==> src/hdl/ems_pkg.sv <==
// Shared widths, defaults and the pipeline stage record for the ECMP member select block.
`timescale 1ns / 1ps

package ems_pkg;

    localparam int HASH_W     = 16;
    localparam int MASK_W     = 32;
    localparam int LEN_W      = 5;
    localparam int BASE_W     = 20;
    localparam int IDX_W      = 5;
    localparam int CNT_W      = 6;

    localparam int DEF_ADDR_BITS   = 20;
    localparam int DEF_MAX_MEMBERS = 32;

    // Remainder units retire this many hash bits per stage.
    localparam int MOD_BITS  = 4;
    localparam int MOD_STEPS = HASH_W / MOD_BITS;

    typedef struct packed {
        logic [HASH_W-1:0]            hash;
        logic [MASK_W-1:0]            members;
        logic [MASK_W-1:0][IDX_W-1:0] prefix;
        logic [CNT_W-1:0]             ones;
        logic [CNT_W-1:0]             count;
        logic [IDX_W-1:0]             rem_c;
        logic [IDX_W-1:0]             rem_o;
        logic                         empty;
        logic [IDX_W-1:0]             idx;
        logic [BASE_W-1:0]            base;
    } t_stage;

endpackage

==> src/hdl/ems_mod_step.sv <==
// Restoring remainder slice: folds a few hash bits into a running remainder.
`timescale 1ns / 1ps

module ems_mod_step (
    input  logic [ems_pkg::IDX_W-1:0]    i_rem,
    input  logic [ems_pkg::CNT_W-1:0]    i_div,
    input  logic [ems_pkg::MOD_BITS-1:0] i_bits,
    output logic [ems_pkg::IDX_W-1:0]    o_rem
);

    always_comb begin
        logic [ems_pkg::CNT_W-1:0] r;
        r = {1'b0, i_rem};
        for (int b = ems_pkg::MOD_BITS - 1; b >= 0; b--) begin
            r = {r[ems_pkg::IDX_W-1:0], i_bits[b]};
            if (r >= i_div) begin
                r = r - i_div;
            end
        end
        o_rem = r[ems_pkg::IDX_W-1:0];
    end

endmodule

==> src/hdl/ecmp_member_select.sv <==
// Top level of the ECMP member select pipeline.
// Throughput: one request per cycle while i_stall is low; stall is absorbed stage by stage, so bubbles close up.
// Stages: mask and prefix counts, four remainder stages, member pick, address add.
// Reset: synchronous, active low; clears the stage valid bits only.
`timescale 1ns / 1ps

module ecmp_member_select #(
    parameter int ADDR_BITS   = ems_pkg::DEF_ADDR_BITS,
    parameter int MAX_MEMBERS = ems_pkg::DEF_MAX_MEMBERS
) (
    input  logic                         i_clk,
    input  logic                         i_rst_n,
    input  logic                         i_valid,
    output logic                         o_stall,
    input  logic [ems_pkg::HASH_W-1:0]   i_hash_value,
    input  logic [ems_pkg::MASK_W-1:0]   i_member_mask,
    input  logic [ems_pkg::LEN_W-1:0]    i_group_length,
    input  logic [ems_pkg::BASE_W-1:0]   i_base_address,
    output logic                         o_valid,
    input  logic                         i_stall,
    output logic [ADDR_BITS-1:0]         o_selected_address,
    output logic [ems_pkg::IDX_W-1:0]    o_member_index,
    output logic                         o_no_members
);

    localparam int NST  = ems_pkg::MOD_STEPS + 2;  // stages holding a stage record
    localparam int NV   = NST + 1;                 // plus the output stage
    localparam int EXTW = 33;

    ems_pkg::t_stage r_st [0:NST-1];
    ems_pkg::t_stage n_st [0:NST-1];
    logic [NV-1:0]   r_v;
    logic [NV:0]     mv;

    logic [ADDR_BITS-1:0]      r_addr;
    logic [ems_pkg::IDX_W-1:0] r_idx;
    logic                      r_none;

    logic [ems_pkg::IDX_W-1:0] rem_c_nx [1:ems_pkg::MOD_STEPS];
    logic [ems_pkg::IDX_W-1:0] rem_o_nx [1:ems_pkg::MOD_STEPS];
    logic [ems_pkg::MASK_W-1:0] sel;
    logic [ADDR_BITS-1:0]       n_addr;

    // A stage may load when it is empty or its contents move on.
    always_comb begin
        mv[NV] = ~i_stall;
        for (int k = NV - 1; k >= 0; k--) begin
            mv[k] = ~r_v[k] | mv[k+1];
        end
    end

    assign o_stall = ~mv[0];

    // Stage 0: clamp length, mask members, prefix counts.
    always_comb begin
        logic [ems_pkg::LEN_W-1:0]  len_c;
        logic [ems_pkg::MASK_W-1:0] masked;
        len_c = (i_group_length > ems_pkg::LEN_W'(MAX_MEMBERS - 1))
              ? ems_pkg::LEN_W'(MAX_MEMBERS - 1) : i_group_length;
        for (int i = 0; i < ems_pkg::MASK_W; i++) begin
            masked[i] = i_member_mask[i] && (ems_pkg::LEN_W'(i) <= len_c);
        end
        n_st[0]         = '0;
        n_st[0].hash    = i_hash_value;
        n_st[0].members = masked;
        for (int i = 0; i < ems_pkg::MASK_W; i++) begin
            n_st[0].prefix[i] =
                ems_pkg::IDX_W'($countones(masked & ((ems_pkg::MASK_W'(1) << i) - 1'b1)));
        end
        n_st[0].ones  = ems_pkg::CNT_W'($countones(masked));
        n_st[0].count = {1'b0, len_c} + 1'b1;
        n_st[0].empty = (masked == '0);
        n_st[0].base  = i_base_address;
    end

    // Stages 1..MOD_STEPS: both remainders advance a few hash bits, most significant first.
    for (genvar g = 1; g <= ems_pkg::MOD_STEPS; g++) begin : g_mod
        localparam int TOP = ems_pkg::HASH_W - 1 - (g - 1) * ems_pkg::MOD_BITS;

        ems_mod_step u_mod_c (
            .i_rem  (r_st[g-1].rem_c),
            .i_div  (r_st[g-1].count),
            .i_bits (r_st[g-1].hash[TOP -: ems_pkg::MOD_BITS]),
            .o_rem  (rem_c_nx[g])
        );

        ems_mod_step u_mod_o (
            .i_rem  (r_st[g-1].rem_o),
            .i_div  (r_st[g-1].ones),
            .i_bits (r_st[g-1].hash[TOP -: ems_pkg::MOD_BITS]),
            .o_rem  (rem_o_nx[g])
        );

        always_comb begin
            n_st[g]       = r_st[g-1];
            n_st[g].rem_c = rem_c_nx[g];
            n_st[g].rem_o = rem_o_nx[g];
        end
    end

    // Pick stage: index 0 for an empty group, else direct hit, else the k-th enabled member.
    always_comb begin
        logic [ems_pkg::IDX_W-1:0] enc;
        enc = '0;
        for (int i = 0; i < ems_pkg::MASK_W; i++) begin
            sel[i] = r_st[NST-2].members[i] && (r_st[NST-2].prefix[i] == r_st[NST-2].rem_o);
            if (sel[i]) begin
                enc = enc | ems_pkg::IDX_W'(i);
            end
        end
        n_st[NST-1] = r_st[NST-2];
        if (r_st[NST-2].empty) begin
            n_st[NST-1].idx = '0;
        end else if (r_st[NST-2].members[r_st[NST-2].rem_c]) begin
            n_st[NST-1].idx = r_st[NST-2].rem_c;
        end else begin
            n_st[NST-1].idx = enc;
        end
    end

    // Address stage: wrap base plus index at the address width.
    always_comb begin
        logic [EXTW-1:0] base_ext;
        base_ext = {{(EXTW - ems_pkg::BASE_W){1'b0}}, r_st[NST-1].base};
        n_addr   = base_ext[ADDR_BITS-1:0]
                 + {{(ADDR_BITS - ems_pkg::IDX_W){1'b0}}, r_st[NST-1].idx};
    end

    always_ff @(posedge i_clk) begin
        if (!i_rst_n) begin
            r_v <= '0;
        end else begin
            for (int k = 1; k < NV; k++) begin
                if (mv[k]) begin
                    r_v[k] <= r_v[k-1];
                end
            end
            if (mv[0]) begin
                r_v[0] <= i_valid;
            end
        end
    end

    always_ff @(posedge i_clk) begin
        for (int k = 0; k < NST; k++) begin
            if (mv[k]) begin
                r_st[k] <= n_st[k];
            end
        end
        if (mv[NV-1]) begin
            r_addr <= n_addr;
            r_idx  <= r_st[NST-1].idx;
            r_none <= r_st[NST-1].empty;
        end
    end

    assign o_valid            = r_v[NV-1];
    assign o_selected_address = r_addr;
    assign o_member_index     = r_idx;
    assign o_no_members       = r_none;

`ifndef NO_ASSERTIONS
    a_stall_full: assert property (@(posedge i_clk) disable iff (!i_rst_n)
        o_stall |-> r_v[0])
        else $error("input stalled while first stage is empty");

    a_rem_bound: assert property (@(posedge i_clk) disable iff (!i_rst_n)
        r_v[NST-2] |-> ({1'b0, r_st[NST-2].rem_c} < r_st[NST-2].count))
        else $error("member remainder not below group size");

    a_pick_onehot: assert property (@(posedge i_clk) disable iff (!i_rst_n)
        (r_v[NST-2] && !r_st[NST-2].empty) |-> $onehot(sel))
        else $error("fallback pick is not a single member");

    a_index_range: assert property (@(posedge i_clk) disable iff (!i_rst_n)
        o_valid |-> (o_member_index <= ems_pkg::IDX_W'(MAX_MEMBERS - 1)))
        else $error("member index beyond group limit");

    a_empty_zero: assert property (@(posedge i_clk) disable iff (!i_rst_n)
        (o_valid && o_no_members) |-> (o_member_index == '0))
        else $error("empty group gave a nonzero index");
`endif

endmodule

==> config.mk <==
export PLATFORM = sky130hd
export DESIGN_NAME = ecmp_member_select
export DESIGN_NICKNAME = d
export VERILOG_FILES = /design/src/hdl/ems_pkg.sv /design/src/hdl/ems_mod_step.sv /design/src/hdl/ecmp_member_select.sv
export SDC_FILE = /design/constraint.sdc
export NUM_CORES = 2
export LEC_CHECK = 0
export ABC_CLOCK_PERIOD_IN_PS = 10110
export BUFFER_PORTS_ARGS = -buffer_cell sky130_fd_sc_hd__buf_4
export CAP_MARGIN = 5
export CELL_PAD_IN_SITES_DETAIL_PLACEMENT = 1
export CELL_PAD_IN_SITES_GLOBAL_PLACEMENT = 2
export CORE_MARGIN = 4
export CORE_UTILIZATION = 48
export DETAILED_ROUTE_END_ITERATION = 10
export HOLD_SLACK_MARGIN = 0.1
export PLACE_DENSITY = 0.81
export SYNTH_ARGS = -nofsm -noshare
export SYNTH_HDL_FRONTEND = slang
export SYNTH_SLANG_ARGS = --single-unit
==> constraint.sdc <==
create_clock -name i_clk -period 10.11 [get_ports i_clk]
set_clock_uncertainty 0.2 [all_clocks]
set_input_delay 1.011 -clock i_clk [delete_from_list [all_inputs] [get_ports i_clk]]
set_output_delay 1.011 -clock i_clk [all_outputs]
set_load 0.005 [all_outputs]
==> impl_results.md <==
- Layout cell share with drive strength beyond 1: 0.121
- Simple-Gate Fraction of Synth Area: 0.0383
- Post-cts sizing count: 0
- RSZ-0062 raised after global routing: false
- Synth Net Count: about 3,500
- Worst R2R Path Depth: 30
- GR Overflow Total: 0
- Hold Path Cell Cnt: 0
- Row Count: around 120
- Vias in the first global route: roughly 28,000
- Critical Path Source Type: register
- Port Buffers: 104
- Cell area after layout: about 56,000 sq um
- Clock root buffer: clkbuf_16
- Final setup TNS: 0 ns
- XOR/XNOR Fraction of Synth Area: 0.0536
- Routed WL: 111,000 um
- Antenna violations before repair: 6
- Number of flops mapped to enable cells by yosys: 1,140
- 1st-pass router iterations: 6
- Die Y: 330 um
- All-layer global routing usage: 0.208
- Hold Path End: r_st[3][221]
- R2r setup slk: 1.63 ns
- GP Congestion: 0.814
- Main combinational cell family by area after synthesis: adder cells
- Data arrival time of the worst path: 8.71 ns
- Die W: approximately 330 um
- Hold wc startpoint: r_st[2][221]
- Worst-Skew Late Latency: 0.69 ns
- P&R area growth vs syn: 12.4%
- Num CTS Buffers: 113
- Asr flop ratio synth: 0
- Core area: 102,000 sq um
- Drt drc: 0
- Syn. warnings: 0
- H-tree Lvls: 3
- Initial DRC count: approximately 1,900
- Fin. Hold Viols: 0
- CP most frequent cell: a21oi_1
- Most common cell after layout, fill and taps aside: edfxtp_1
- Nets: about 3,700
- Worst Setup Path Type: register to register
- Slowest CP cell: a21oi_1
- F_max: 0.118 GHz
- Slew HR: 0.212
- Clk slew on worst S/H paths: 0.06 ns
- #FFs+latches synth: 1,147
- Crit path buf inv count: 2
- Slew Limit Fails: 0
- Critical R2R Launch: r_st[2][37]
- Sequential share of the synthesized area: 0.689
- Die area: about 110,000 sq um
- Mean Syn Cell Area: 16.4 sq um
- Post-DRT Antenna Nets: 0
- Worst Path Max Fanout: 10
- Max-cap viol count: 0
- R2r endpoint: r_st[3][34]
- # hold bufs at CTS: 0
- Crit-path leading delay family: compound AO/OA/AOI/OAI gates
- # setup viols final: 0
- Number of setup buffers added after CTS: 0
- CP peak stage delay: 0.53 ns
- Post-Syn Area: 49,900 sq um
- Post-layout min period: 8.48 ns
- Worst-margin pin slew: 1.18 ns
- Commonest register cell after synthesis: edfxtp_1
- Final HPWL DP: 78,800 um
- Crit path required time: approximately 10 ns
- Initial Util: 0.487
- Clk buf depth: 3
- Placed Instance Area: 52,400 sq um
- CTS tree: built
- Hold Crit Class: register to register
- Drt via density: 5.38
- Count of boundary I/O pins: between 100 and 150
- Post-synthesis mux area share: 0.0258
- Global-route wire length before repair: 170,000 um
- Post-Syn Instances: 3,044
- Wirelength per Cell: 23.5 um
- Sink Count: 1,147
- Tcrit/Tclk final: 0.839
- Outcome: complete, no violations
- Unique masters post-synth: slightly above 70
- Pin count of the biggest net entering global routing: 184
- Vias after detailed routing: ~25,000
- Post-Synth Adder-Cell Area: 0.118
- Critical path endpoint category: register
- Most frequent cells in the layout: 1,140 x edfxtp_1, 303 x ha_1, 296 x inv_1
- Post-synthesis compound-gate area fraction: 0.0487
[flip-flops by register name, indices dropped and copies added (netlist names)]
signal,flops
r_st,1114
o_selected_address,20
r_v,7
o_member_index,5
o_no_members,1
[metrics by stage]
stage | instances | setup WS (ns) | hold slack (ns) | utilization
after floorplan | 3044 | 0.816 | 0.200 | -
after global placement | 4492 | 1.32 | 0.201 | 0.511
after detailed placement | 4492 | 1.10 | 0.205 | 0.511
after CTS | 4703 | 1.66 | 0.208 | 0.547
after global routing | 4703 | 1.04 | 0.217 | 0.547
final | 4704 | 1.63 | 0.205 | 0.547
[final cells by class]
type                    instances  area (sq um)
diodes                          1          2.50
clock buffers                 142          3020
clock inverters                69           711
fillers                      9526         46400
inverters                     299          1130
multi-input cells            1560         14200
flip-flops and latches       1147         34400
well taps                    1368          1710
repair buffers                118           923
[cells in the mapped netlist (9+ instances only)]
library cell,count,share of area
nor3_1,25,0.0025
nor4_1,29,0.0036
and2_1,15,0.0019
nand3_1,26,0.0026
nand4_1,29,0.0036
a31oi_1,16,0.0020
edfxtp_1,1140,0.69
nor2b_1,37,0.0046
nand2b_1,13,0.0016
or3_1,9,0.0011
a21oi_1,120,0.012
buf_4,10,0.0015
fa_1,102,0.041
clkbuf_1,15,0.0011
ha_1,303,0.076
o21ai_0,68,0.0068
o21a_1,9,0.0014
xor2_1,145,0.025
mux2_2,79,0.018
a21o_1,78,0.012
inv_1,297,0.022
nand2_1,72,0.0054
and3_1,26,0.0033
mux2i_1,18,0.0036
xnor2_1,160,0.028
nor2_1,62,0.0047
[metal layers]
layer  track usage  vias up  share of wire
li1              -    11600              -
met1         0.288    12900           0.43
met2         0.350      638           0.49
met3        0.0285      144          0.051
met4        0.0570        0          0.023
met5             0        -              0
[how the worst max path moves through the flow]
stage / startpoint / to / cells past startpoint
after global placement: i_group_length[3] / r_st[0][47] / 24
after detailed placement: i_group_length[3] / r_st[0][47] / 24
final: r_st[2][37] / r_st[3][34] / 30
after floorplan: i_stall / r_st[0][0] / 4
after global routing: r_st[2][37] / r_st[3][34] / 30
after CTS: r_st[2][37] / r_st[3][34] / 30
[cell families (layout without fill, tap and decap cells)]
kind of cell | after synthesis | in the layout
adders and majority gates | 409 | 409
xor gates and xnor gates | 305 | 305
muxes | 106 | 106
and+or+nand+nor | 365 | 365
AOI/OAI and AO/OA | 375 | 375
other | 0 | 1
DFF | 1147 | 1147
buffers and inverters | 337 | 628
Power is left out: the tool's default activity adds up to more than one toggle a clock period on the data nets, which glitch-free logic cannot reach.
